### config.mk
export PLATFORM = sky130hd
export DESIGN_NAME = ept_table_walker_core
export DESIGN_NICKNAME = d
export VERILOG_FILES = /design/src/rtl/eptw_pkg.sv /design/src/rtl/eptw_walk_ctrl.sv /design/src/rtl/eptw_result_seq.sv /design/src/rtl/ept_table_walker_core.sv
export SDC_FILE = /design/constraint.sdc
export NUM_CORES = 1
export LEC_CHECK = 0
export BUFFER_PORTS_ARGS = -buffer_cell sky130_fd_sc_hd__buf_2
export CAP_MARGIN = 0
export CORE_UTILIZATION = 50
export CTS_CLUSTER_DIAMETER = 200
export DETAILED_ROUTE_END_ITERATION = 12
export GPL_TIMING_DRIVEN = 0
export PLACE_DENSITY = 0.73
export SLEW_MARGIN = 20
export SYNTH_ARGS = -nofsm -noshare
export SYNTH_HDL_FRONTEND = slang
export SYNTH_SLANG_ARGS = --single-unit
### constraint.sdc
create_clock -name clk -period 9.8 [get_ports clk]
set_input_delay 0.98 -clock clk [delete_from_list [all_inputs] [get_ports clk]]
set_output_delay 0.98 -clock clk [all_outputs]
set_load 0.1 [all_outputs]
### src/rtl/eptw_pkg.sv
// Shared types, constants and index helpers for the extended page table walker.
`timescale 1ns / 1ps
package eptw_pkg;

	// Walk geometry
	localparam int unsigned TABLE_LEVELS = 4;
	localparam logic [2:0]  LVL_TOP      = 3'(TABLE_LEVELS);

	// Input opcodes
	localparam logic OP_START = 1'b0;
	localparam logic OP_ENTRY = 1'b1;

	// Result word kinds
	localparam logic [1:0] KIND_REQ = 2'd0;
	localparam logic [1:0] KIND_REC = 2'd1;
	localparam logic [1:0] KIND_SUM = 2'd2;

	// MMIO marker: bits {63,2,1,0} read exactly as write+exec
	localparam logic [3:0] MMIO_MARK = 4'b0110;

	// One item's worth of result words, built in one pass and drained word by word
	typedef struct packed {
		logic        head_valid;
		logic [1:0]  head_kind;
		logic [51:0] head_addr;
		logic [2:0]  head_level;
		logic [8:0]  head_idx;
		logic [63:0] head_value;
		logic [7:0]  head_flags;
		logic        req_valid;
		logic [51:0] req_addr;
		logic [2:0]  req_level;
		logic [8:0]  req_idx;
		logic [2:0]  zero_level;
		logic [47:0] guest;
		logic        sum_valid;
		logic [2:0]  sum_level;
		logic [40:0] sum_frame;
		logic        sum_mapped;
		logic        sum_mmio;
	} eptw_burst_t;

	// Nine-bit table index of a level; level 0 reads as level 1, high levels read zero
	function automatic logic [8:0] level_index(input logic [47:0] ga, input logic [2:0] lvl);
		logic [2:0]  l;
		logic [6:0]  sh;
		logic [63:0] ext;
		logic [63:0] shifted;
		l       = (lvl == 3'd0) ? 3'd1 : lvl;
		sh      = 7'd12 + 7'd9 * ({4'b0, l} - 7'd1);
		ext     = {16'b0, ga};
		shifted = ext >> sh;
		level_index = shifted[8:0];
	endfunction

	// Frame offset inside a large page at the given level
	function automatic logic [35:0] leaf_offset(input logic [35:0] fr, input logic [2:0] lvl);
		logic [6:0]  nb;
		logic [63:0] m;
		if (lvl > 3'd1) begin
			nb = 7'd9 * ({4'b0, lvl} - 7'd1);
			m  = (64'd1 << nb) - 64'd1;
		end else begin
			nb = 7'd0;
			m  = '0;
		end
		leaf_offset = fr & m[35:0];
	endfunction

endpackage

### src/rtl/eptw_walk_ctrl.sv
// Walk state and single-pass decode of one item into a burst of result words.
`timescale 1ns / 1ps
module eptw_walk_ctrl (
	input  logic                 clk,
	input  logic                 arst_n,
	input  logic                 item_valid,
	input  logic                 item_op,
	input  logic [35:0]          item_frame,
	input  logic [63:0]          item_entry,
	input  logic [63:0]          root,
	output logic                 burst_load,
	output eptw_pkg::eptw_burst_t burst
);
	import eptw_pkg::*;

	logic        busy_q,   busy_n;
	logic [2:0]  level_q,  level_n;
	logic [47:0] guest_q,  guest_n;
	logic [39:0] base_q,   base_n;
	logic        mapped_q, mapped_n;
	logic        mmio_q,   mmio_n;
	logic [2:0]  flvl_q,   flvl_n;
	logic [40:0] fframe_q, fframe_n;

	logic        e_mmio, e_present, e_leaf;
	logic [2:0]  lvl_dn;
	logic [8:0]  idx;

	// Entry decode
	assign e_mmio    = (item_entry != 64'd0) &&
	                   ({item_entry[63], item_entry[2:0]} == MMIO_MARK);
	assign e_present = !e_mmio && (item_entry[2:0] != 3'd0);
	assign e_leaf    = e_present && ((level_q == 3'd1) || item_entry[7]);
	assign lvl_dn    = level_q - 3'd1;

	// Next state and burst for the item in hand
	always_comb begin
		busy_n     = busy_q;
		level_n    = level_q;
		guest_n    = guest_q;
		base_n     = base_q;
		mapped_n   = mapped_q;
		mmio_n     = mmio_q;
		flvl_n     = flvl_q;
		fframe_n   = fframe_q;
		burst      = '0;
		burst_load = 1'b0;
		idx        = '0;
		if (item_valid) begin
			if (item_op == OP_START) begin
				guest_n    = {item_frame, 12'b0};
				mapped_n   = 1'b0;
				mmio_n     = 1'b0;
				flvl_n     = '0;
				fframe_n   = '0;
				burst_load = 1'b1;
				burst.guest = guest_n;
				if (root == 64'd0 || root == '1) begin
					// no table: zero records for every level, then the summary
					busy_n           = 1'b0;
					level_n          = '0;
					base_n           = '0;
					burst.zero_level = LVL_TOP;
					burst.sum_valid  = 1'b1;
				end else begin
					busy_n           = 1'b1;
					level_n          = LVL_TOP;
					base_n           = root[51:12];
					idx              = level_index(guest_n, LVL_TOP);
					burst.head_valid = 1'b1;
					burst.head_kind  = KIND_REQ;
					burst.head_addr  = {root[51:12], idx, 3'b0};
					burst.head_level = LVL_TOP;
					burst.head_idx   = idx;
				end
			end else if (busy_q) begin
				burst_load       = 1'b1;
				burst.guest      = guest_q;
				burst.head_valid = 1'b1;
				burst.head_kind  = KIND_REC;
				burst.head_addr  = {base_q, 12'b0};
				burst.head_level = level_q;
				burst.head_idx   = level_index(guest_q, level_q);
				burst.head_value = item_entry;
				burst.head_flags = {item_entry[9:8], item_entry[2:0], e_leaf, e_present, e_mmio};
				mmio_n = mmio_q | e_mmio;
				if (e_leaf) begin
					mapped_n = 1'b1;
					flvl_n   = level_q;
					fframe_n = 41'(item_entry[51:12]) + 41'(leaf_offset(guest_q[47:12], level_q));
				end
				if (!e_present || e_leaf) begin
					// descent stops here
					busy_n           = 1'b0;
					level_n          = '0;
					base_n           = '0;
					burst.zero_level = lvl_dn;
					burst.sum_valid  = 1'b1;
				end else begin
					base_n          = item_entry[51:12];
					level_n         = lvl_dn;
					idx             = level_index(guest_q, lvl_dn);
					burst.req_valid = 1'b1;
					burst.req_addr  = {item_entry[51:12], idx, 3'b0};
					burst.req_level = lvl_dn;
					burst.req_idx   = idx;
				end
			end
		end
		burst.sum_level  = flvl_n;
		burst.sum_frame  = fframe_n;
		burst.sum_mapped = mapped_n;
		burst.sum_mmio   = mmio_n;
	end

	// Walk state registers
	always_ff @(posedge clk or negedge arst_n) begin
		if (!arst_n) begin
			busy_q   <= 1'b0;
			level_q  <= '0;
			guest_q  <= '0;
			base_q   <= '0;
			mapped_q <= 1'b0;
			mmio_q   <= 1'b0;
			flvl_q   <= '0;
			fframe_q <= '0;
		end else begin
			busy_q   <= busy_n;
			level_q  <= level_n;
			guest_q  <= guest_n;
			base_q   <= base_n;
			mapped_q <= mapped_n;
			mmio_q   <= mmio_n;
			flvl_q   <= flvl_n;
			fframe_q <= fframe_n;
		end
	end

endmodule

### src/rtl/eptw_result_seq.sv
// Burst register and sequencer: one result word out per unstalled cycle.
`timescale 1ns / 1ps
module eptw_result_seq (
	input  logic                  clk,
	input  logic                  arst_n,
	input  logic                  burst_load,
	input  eptw_pkg::eptw_burst_t burst,
	output logic                  free,
	input  logic                  out_stall,
	output logic                  out_valid,
	output logic [1:0]            entry_kind,
	output logic [51:0]           address,
	output logic [2:0]            level,
	output logic [8:0]            table_index,
	output logic [63:0]           entry_value,
	output logic [7:0]            entry_flags,
	output logic [40:0]           leaf_frame,
	output logic                  mapped,
	output logic                  mmio_seen,
	output logic                  last
);
	import eptw_pkg::*;

	localparam logic [1:0] PH_HEAD = 2'd0;
	localparam logic [1:0] PH_REQ  = 2'd1;
	localparam logic [1:0] PH_ZERO = 2'd2;
	localparam logic [1:0] PH_SUM  = 2'd3;

	eptw_burst_t burst_q;
	logic        valid_q;
	logic [1:0]  ph_q, ph_n, ph_start;
	logic [2:0]  zl_q;
	logic        done_now, fire;

	assign fire = valid_q && !out_stall;
	assign free = !valid_q || (fire && done_now);

	// Phase after the current word
	always_comb begin
		ph_n     = ph_q;
		done_now = 1'b0;
		unique case (ph_q)
			PH_HEAD: begin
				if (burst_q.req_valid) ph_n = PH_REQ;
				else if (zl_q != 3'd0) ph_n = PH_ZERO;
				else if (burst_q.sum_valid) ph_n = PH_SUM;
				else done_now = 1'b1;
			end
			PH_REQ:  done_now = 1'b1;
			PH_ZERO: begin
				if (zl_q == 3'd1) ph_n = PH_SUM;
			end
			PH_SUM:  done_now = 1'b1;
			default: done_now = 1'b1;
		endcase
	end

	// First phase of a freshly loaded burst
	always_comb begin
		if (burst.head_valid) ph_start = PH_HEAD;
		else if (burst.zero_level != 3'd0) ph_start = PH_ZERO;
		else ph_start = PH_SUM;
	end

	// Sequencer control
	always_ff @(posedge clk or negedge arst_n) begin
		if (!arst_n) begin
			valid_q <= 1'b0;
			ph_q    <= PH_HEAD;
			zl_q    <= '0;
		end else if (burst_load) begin
			valid_q <= 1'b1;
			ph_q    <= ph_start;
			zl_q    <= burst.zero_level;
		end else if (fire) begin
			if (done_now) valid_q <= 1'b0;
			ph_q <= ph_n;
			if (ph_q == PH_ZERO) zl_q <= zl_q - 3'd1;
		end
	end

	// Burst payload
	always_ff @(posedge clk) begin
		if (burst_load) burst_q <= burst;
	end

	// Output word select
	always_comb begin
		out_valid   = valid_q;
		entry_kind  = KIND_REQ;
		address     = '0;
		level       = '0;
		table_index = '0;
		entry_value = '0;
		entry_flags = '0;
		leaf_frame  = '0;
		mapped      = 1'b0;
		mmio_seen   = 1'b0;
		last        = 1'b0;
		unique case (ph_q)
			PH_HEAD: begin
				entry_kind  = burst_q.head_kind;
				address     = burst_q.head_addr;
				level       = burst_q.head_level;
				table_index = burst_q.head_idx;
				entry_value = burst_q.head_value;
				entry_flags = burst_q.head_flags;
			end
			PH_REQ: begin
				entry_kind  = KIND_REQ;
				address     = burst_q.req_addr;
				level       = burst_q.req_level;
				table_index = burst_q.req_idx;
			end
			PH_ZERO: begin
				entry_kind  = KIND_REC;
				level       = zl_q;
				table_index = level_index(burst_q.guest, zl_q);
			end
			PH_SUM: begin
				entry_kind = KIND_SUM;
				level      = burst_q.sum_level;
				leaf_frame = burst_q.sum_frame;
				mapped     = burst_q.sum_mapped;
				mmio_seen  = burst_q.sum_mmio;
				last       = 1'b1;
			end
			default: entry_kind = KIND_REQ;
		endcase
	end

endmodule

### src/rtl/ept_table_walker_core.sv
// Top level of the four-level extended page table walker.
`timescale 1ns / 1ps
//  channel  | direction | handshake            | payload
//  ---------+-----------+----------------------+------------------------------------------
//  in       | in        | in_valid / in_stall  | opcode, frame_number, table_entry
//  out      | out       | out_valid / out_stall| entry_kind, address, level, table_index,
//           |           |                      | entry_value, entry_flags, leaf_frame,
//           |           |                      | mapped, mmio_seen, last
//  cfg      | in        | cfg_valid / cfg_ready| cfg_data (root table address)
//
//  An item is registered, decoded against the walk state and turned into 0 to 5 result
//  words (none for an entry with no walk pending), drained from the burst register one
//  word per cycle unless stalled. A start with a root gives 1 word, a table entry that
//  descends gives 2, an ending entry up to 5, a start with no root 5.
//  Items flow at one per cycle while each yields one word; the burst drain sets the rate.
//  Reset clears the walk (idle) and the root register. Output stall holds the word and
//  backs up into the input register, which then raises in_stall. cfg_ready is always high.
module ept_table_walker_core (
	input  logic        clk,
	input  logic        arst_n,
	input  logic        cfg_valid,
	output logic        cfg_ready,
	input  logic [63:0] cfg_data,
	input  logic        in_valid,
	output logic        in_stall,
	input  logic        opcode,
	input  logic [35:0] frame_number,
	input  logic [63:0] table_entry,
	output logic        out_valid,
	input  logic        out_stall,
	output logic [1:0]  entry_kind,
	output logic [51:0] address,
	output logic [2:0]  level,
	output logic [8:0]  table_index,
	output logic [63:0] entry_value,
	output logic [7:0]  entry_flags,
	output logic [40:0] leaf_frame,
	output logic        mapped,
	output logic        mmio_seen,
	output logic        last
);
	import eptw_pkg::*;

	logic [63:0] root_q;
	logic        valid_s1;
	logic        op_s1;
	logic [35:0] frame_s1;
	logic [63:0] entry_s1;
	logic        seq_free, adv, in_take, burst_load;
	eptw_burst_t burst;

	// Root register
	assign cfg_ready = 1'b1;
	always_ff @(posedge clk or negedge arst_n) begin
		if (!arst_n) root_q <= '0;
		else if (cfg_valid && cfg_ready) root_q <= cfg_data;
	end

	// Input register
	assign adv      = valid_s1 && seq_free;
	assign in_stall = valid_s1 && !seq_free;
	assign in_take  = in_valid && !in_stall;

	always_ff @(posedge clk or negedge arst_n) begin
		if (!arst_n) valid_s1 <= 1'b0;
		else if (in_take) valid_s1 <= 1'b1;
		else if (adv) valid_s1 <= 1'b0;
	end

	always_ff @(posedge clk) begin
		if (in_take) begin
			op_s1    <= opcode;
			frame_s1 <= frame_number;
			entry_s1 <= table_entry;
		end
	end

	eptw_walk_ctrl u_walk (
		.clk        (clk),
		.arst_n     (arst_n),
		.item_valid (adv),
		.item_op    (op_s1),
		.item_frame (frame_s1),
		.item_entry (entry_s1),
		.root       (root_q),
		.burst_load (burst_load),
		.burst      (burst)
	);

	eptw_result_seq u_seq (
		.clk         (clk),
		.arst_n      (arst_n),
		.burst_load  (burst_load),
		.burst       (burst),
		.free        (seq_free),
		.out_stall   (out_stall),
		.out_valid   (out_valid),
		.entry_kind  (entry_kind),
		.address     (address),
		.level       (level),
		.table_index (table_index),
		.entry_value (entry_value),
		.entry_flags (entry_flags),
		.leaf_frame  (leaf_frame),
		.mapped      (mapped),
		.mmio_seen   (mmio_seen),
		.last        (last)
	);

	// A new burst only loads when the previous one has drained
	a_load_free: assert property (@(posedge clk) disable iff (!arst_n)
		burst_load |-> (!out_valid || (!out_stall && last) ||
		                (!out_stall && entry_kind == KIND_REQ) ||
		                (!out_stall && entry_kind == KIND_REC)))
		else $error("burst loaded over undrained words");

	// The closing word of a walk is always the summary
	a_last_sum: assert property (@(posedge clk) disable iff (!arst_n)
		(out_valid && last) |-> (entry_kind == KIND_SUM))
		else $error("last word is not a summary");

	// Read requests always target a real level
	a_req_level: assert property (@(posedge clk) disable iff (!arst_n)
		(out_valid && entry_kind == KIND_REQ) |-> (level != 3'd0 && !last))
		else $error("read request with level zero");

	// A mapped summary names its leaf level
	a_map_level: assert property (@(posedge clk) disable iff (!arst_n)
		(out_valid && last && mapped) |-> (level != 3'd0))
		else $error("mapped summary without leaf level");

endmodule
==> results of run 1 <==
metal layers:
metal / global-route usage / vias up
li1: - / 11200
met1: 0.501 / 12700
met2: 0.514 / 1454
met3: 0.0592 / 249
met4: 0.151 / 2
met5: 0 / -
synthesized netlist by cell type, types with 21 or more instances:
library cell  instances  share of area
mux4_2               28          0.020
buf_2                23         0.0037
nand4_1              36         0.0073
nor3_1               28         0.0045
edfxtp_1            366           0.35
clkbuf_1            138          0.017
o21ai_0              92          0.015
a21oi_1             108          0.017
nor2b_1              25         0.0050
nor4_1               28         0.0056
inv_1                30         0.0036
mux2_2               72          0.026
mux2i_1             271          0.087
a221oi_1             44          0.012
xor2_1               34         0.0096
buf_1                24         0.0029
nand3_1              32         0.0052
and3_1              109          0.022
and2_1              150          0.030
a22o_1               80          0.023
dfrtp_1             197           0.16
nand2_1             309          0.037
a21o_1               26         0.0063
ha_1                 60          0.024
xnor2_1              21         0.0059
nor2_1              238          0.029
sequential cells by signal, indices dropped and copies added, names as in the netlist, 36 cells and up:
name,flops
u_walk.fframe_q,41
frame_s1,36
u_walk.guest_q,36
root_q,64
u_seq.burst_q,265
u_walk.base_q,40
entry_s1,64
cells in the final DEF (no fill, tap or decap), drive strengths merged, types with 36 or more instances in the layout:
master  netlist  layout
clkbuf      140     212
mux2i       271     271
nand4        36      36
buf          69     427
and2        150     150
edfxtp      366     366
a22o         80      80
inv          38      42
ha           60      60
o21ai        95      95
and3        109     109
a21oi       109     109
mux2         72      72
dfrtp       197     197
a221oi       45      45
nor2        239     239
nand2       314     314
stage by stage:
step,area (um2),utilization
5_1_grt,36100,0.594
4_1_cts,36100,0.594
2_1_floorplan,31100,-
3_3_place_gp,33800,0.556
6_report,36100,0.594
3_5_place_dp,34000,0.559
cell type report:
| class | instances | area (um2) | area share |
|---|---|---|---|
| Tap cell | 782 | 978 | 0.0271 |
| Clock buffer | 72 | 1560 | 0.0431 |
| Clock inverter | 40 | 526 | 0.0146 |
| Timing Repair Buffer | 358 | 1940 | 0.0538 |
| Buffer | 209 | 943 | 0.0261 |
| Multi-Input combinational cell | 2010 | 14100 | 0.390 |
| Inverter | 42 | 163 | 0.00451 |
| Antenna cell | 1 | 2.50 | 0.0000693 |
| Sequential cell | 563 | 15900 | 0.441 |
cells by family (layout without fill, tap and decap cells):
group | after synthesis | count (layout) | synth area share
xor gates and xnor gates | 58 | 58 | 0.0171
DFF | 563 | 563 | 0.513
adders and majority gates | 67 | 67 | 0.0287
AOI/OAI and AO/OA | 503 | 503 | 0.113
and+or+nand+nor | 1005 | 1005 | 0.159
buffers and inverters | 251 | 721 | 0.0351
muxes | 371 | 371 | 0.134
other | 2 | 7 | 0.000242
worst min path at each step:
stage | to | slack (ps)
6_report | root_q[39]$_DFFE_PN0P_ | 190
3_3_place_gp | u_walk.fframe_q[40]$_DFF_PN0_ | 460
5_1_grt | root_q[59]$_DFFE_PN0P_ | 190
3_5_place_dp | u_walk.guest_q[14]$_DFFE_PN0P_ | 460
2_1_floorplan | u_walk.fframe_q[40]$_DFF_PN0_ | 440
4_1_cts | root_q[58]$_DFFE_PN0P_ | 170
==> metrics.txt, run 1 <==
Post-Syn Instances=2820; metal3 WL=10500 um; distinct cell type count after synthesis=94; number of buffers added for setup after CTS=0; Sink Count=563; WP buf/inv=5; # rows=90; CTS root buf=clkbuf_16; CP Launch Type=register; Crit-path slowest cell=o31ai_1; Setup TNS Final=0 ps; Starting Density=0.511; Hold Worst Slack=186 ps; Layout Cells excl Fill=4077; setup slack at placement=2170 ps; via count=25600; fill cell count=5005; r2r endpoint=u_seq.burst_q[41]$_DFFE_PP_; GRT Total Usage=0.347; clk_skew=55.4 ps; CP delay by family, top=simple AND/OR/NAND/NOR gates; largest net degree at the start of global routing=100; # IOs=355; MaxCap Viol Count=0; Remaining DRCs=0; placed insts=3964; CTS max path bufs=3; top routing layer used=met5; dpl hpwl=82500 um; Final Hold Viols=0; Crit path depth=27; die area=63100 um2; CP peak stage delay=730 ps; clock-pin slew on the worst setup and hold paths=70 ps; post-CTS sizing=0; DR WL/cell=27.1 um; crit path DAT=8160 ps; Worst R2R Start=u_walk.level_q[1]$_DFFE_PN0P_; crit path time final=7790 ps; Worst Hold Class=in2async; final wirelength=111000 um; WL met2=47900 um; CP endpoint=u_seq.burst_q[41]$_DFFE_PP_; Core Area=60800 um2; Final setup viols=0; TritonRoute pass-1 iters=5; crit path launch=u_walk.level_q[1]$_DFFE_PN0P_; final worst-path setup slack=2010 ps; Tcrit/Tclk final=0.795; yosys warns=0; ys flop type=edfxtp_1; R2R setup slack=2010 ps; fin nets=3480; Async S/R FF share, synth=0.350; gp weighted congestion=1.00; number of H-tree levels=2; clock latency on the worst-skew pair=650 ps; Mapped Area=31000 um2; reg2reg path depth=27; CP Capture Type=register; vias per std cell=6.27; Worst EP required=10170 ps; CTS tree=yes; gr ovfl total=0; cts bufs inserted=59; Post-synth EDFFs=366; die height=251 um; met1 wire length=46800 um; critical-path maximum fanout=10; RSZ-0062 raised after global routing=no; Worst Max-Slew Pin Slew=1340 ps; outcome=completed; Area Overhead vs Synth=16.3%; Peak Freq=128 MHz; Rel. slew slack=0.106; Slew Limit Fails=0; # hold bufs at CTS=0; crit path kind=reg2reg; vias in the first global route=24400; Port Buf Inserts=349; Syn Area/Cell=11.0 um2; first-pass GRT wire length=161000 um; post-route antenna net violation count=0; Seq/Total Area, Yosys=0.513; Initial DRC Count=3201; layout cells sized above 1=0.197; Seq cells post-synth=563; initial antenna violation count=4; Die Wd=251 um
Power of run 1 is not shown: default switching activity piles up to over one toggle a cycle in this logic, so the estimate is an artifact.
==> run 2: changes to the inputs <==
==> constraint.sdc (replaced) <==
create_clock -name clk -period 6.75 [get_ports clk]
set_input_delay 0.675 -clock clk [delete_from_list [all_inputs] [get_ports clk]]
set_output_delay 0.675 -clock clk [all_outputs]
set_load 0.1 [all_outputs]
==> run 2 against run 1 <==
Against the previous run:
- clock-buffer cell count unchanged
- clock skew grew 3.4 ps
- critical endpoint is now u_seq.burst_q[26]$_DFFE_PP_
- global-route usage about the same
- setup slack got worse by 1700 ps
- maximum frequency increased by 21%
- core utilization rose by 0.48 points
==> metrics.txt, run 2 (same netlist as run 1, synthesis figures left out) <==
Remaining DRCs=0; commonest non-fill, non-tap cell in the layout=buf_2; Worst Hold Class=in2reg; gr ovfl total=0; Top Registers=u_seq.burst_q: 265 flops, entry_s1: 64 flops, root_q: 64 flops; largest net degree at the start of global routing=100; crit path time final=6450 ps; Final setup viols=0; TritonRoute pass-1 iters=7; Port Buf Inserts=349; Setup TNS Final=0 ps; layout cells sized above 1=0.211; Worst Min Path Start=table_entry[50]; Die Wd=251 um; crit path DAT=6860 ps; Core Area=60800 um2; Worst R2R Start=u_walk.level_q[1]$_DFFE_PN0P_; Crit-path slowest cell=dfrtp_2; cts bufs inserted=59; clk_skew=58.8 ps; CTS max path bufs=3; via count=25700; CTS root buf=clkbuf_16; die area=63100 um2; fin nets=3496; met1 usage=0.501; outcome=completed; MaxCap Viol Count=0; GR peak layer=met2; die height=251 um; final wirelength=111000 um; vias per std cell=6.27; clock latency on the worst-skew pair=650 ps; Rel. slew slack=0.213; Slew Limit Fails=0; gp weighted congestion=1.00; most frequent cells in the layout=buf_2, edfxtp_1, nand2_1, mux2i_1, nor2_1; Starting Density=0.511; Tcrit/Tclk final=0.955; setup slack at placement=-880 ps; Worst Max-Slew Pin Slew=1180 ps; crit path launch=u_walk.level_q[1]$_DFFE_PN0P_; # rows=90; dpl hpwl=82500 um; Sink Count=563; register with the most flip-flops=u_seq.burst_q; # IOs=355; reg2reg path depth=26; number of flip-flops under the largest register name=265; CP delay by family, top=compound AO/OA/AOI/OAI gates; Peak Freq=155 MHz; Hold Path End=entry_s1[50]$_DFFE_PP_; CP Launch Type=register; post-route antenna net violation count=0; R2R setup slack=300 ps; Initial DRC Count=3049; first-pass GRT wire length=161000 um; GR met3 Demand/Resource=0.0613; CTS tree=yes; number of H-tree levels=2; critical-path maximum fanout=10; WP buf/inv=5; grt met2 use=0.515; final worst-path setup slack=302 ps; most frequent CP cell=ha_1; WHS Path Cells=1; crit path kind=reg2reg; clock-pin slew on the worst setup and hold paths=70 ps; CP peak stage delay=500 ps; initial antenna violation count=3; CP Capture Type=register; DR WL/cell=27.1 um; Final Hold Viols=0; vias in the first global route=24400; Worst EP required=7160 ps; GRT Total Usage=0.347; Area Overhead vs Synth=17.2%; r2r endpoint=u_seq.burst_q[26]$_DFFE_PP_
## run 2: cell count changes in the layout (fill, tap and decap cells not counted), moves of 3 or more
cell | previous run | this run
dfrtp_1 | 197 | 194
buf_2 | 374 | 371
nor2_1 | 237 | 234
buf_4 | 18 | 35
clkbuf_2 | 3 | 9
dfrtp_2 | 0 | 3
clkbuf_4 | 0 | 3
buf_1 | 21 | 18
clkbuf_1 | 146 | 140
inv_1 | 30 | 27
clkinvlp_4 | 8 | 11
## run 2: how the worst max path moves through the flow
stage,endpoint,slack [ps],cells past startpoint
after detailed placement,u_seq.burst_q[41]$_DFFE_PP_,-880,27
after global placement,u_seq.burst_q[175]$_SDFFCE_PN0P_,-1320,9
after global routing,u_seq.burst_q[39]$_DFFE_PP_,-30,27
after CTS,u_seq.burst_q[34]$_DFFE_PP_,30,28
after floorplan,table_index[0],850,16
final,u_seq.burst_q[26]$_DFFE_PP_,300,26
## run 2: layer usage
layer  routed length [um]  share of wire  vias to the layer above
met5                   13        0.00012                        -
met4                 5310          0.048                        2
met3                10400          0.094                      248
met2                48200           0.43                     1497
met1                47000           0.42                    12600
li1                     -              -                    11300
## run 2: layout make-up
cell class / instances / area [um2]
multi-input combinational: 2010 / 14200
clock inverter: 40 / 526
tap: 782 / 978
timing repair buffer: 376 / 2090
fill: 4984 / 24400
buffer: 207 / 951
sequential: 563 / 15900
clock buffer: 72 / 1560
antenna: 1 / 2.50
inverter: 42 / 174
## run 2: timing repair
item,CTS,global route
pin swaps,2,4
hold endpoints to repair,29,0
hold buffers,1,0
endpoints found under the setup margin,47,57
setup buffers,1,16
gates resized for setup,18,30
## run 2: through the flow
step / cell area [um2] / instances / utilization / hold WS, ps
2_1_floorplan: 31100 / 2824 / - / 379
3_3_place_gp: 33800 / 3955 / 0.556 / 457
3_5_place_dp: 34000 / 3964 / 0.559 / 461
4_1_cts: 36200 / 4077 / 0.595 / 174
5_1_grt: 36400 / 4092 / 0.598 / 183
6_report: 36400 / 4093 / 0.598 / 198
Power of run 2 is left out for the same reason.
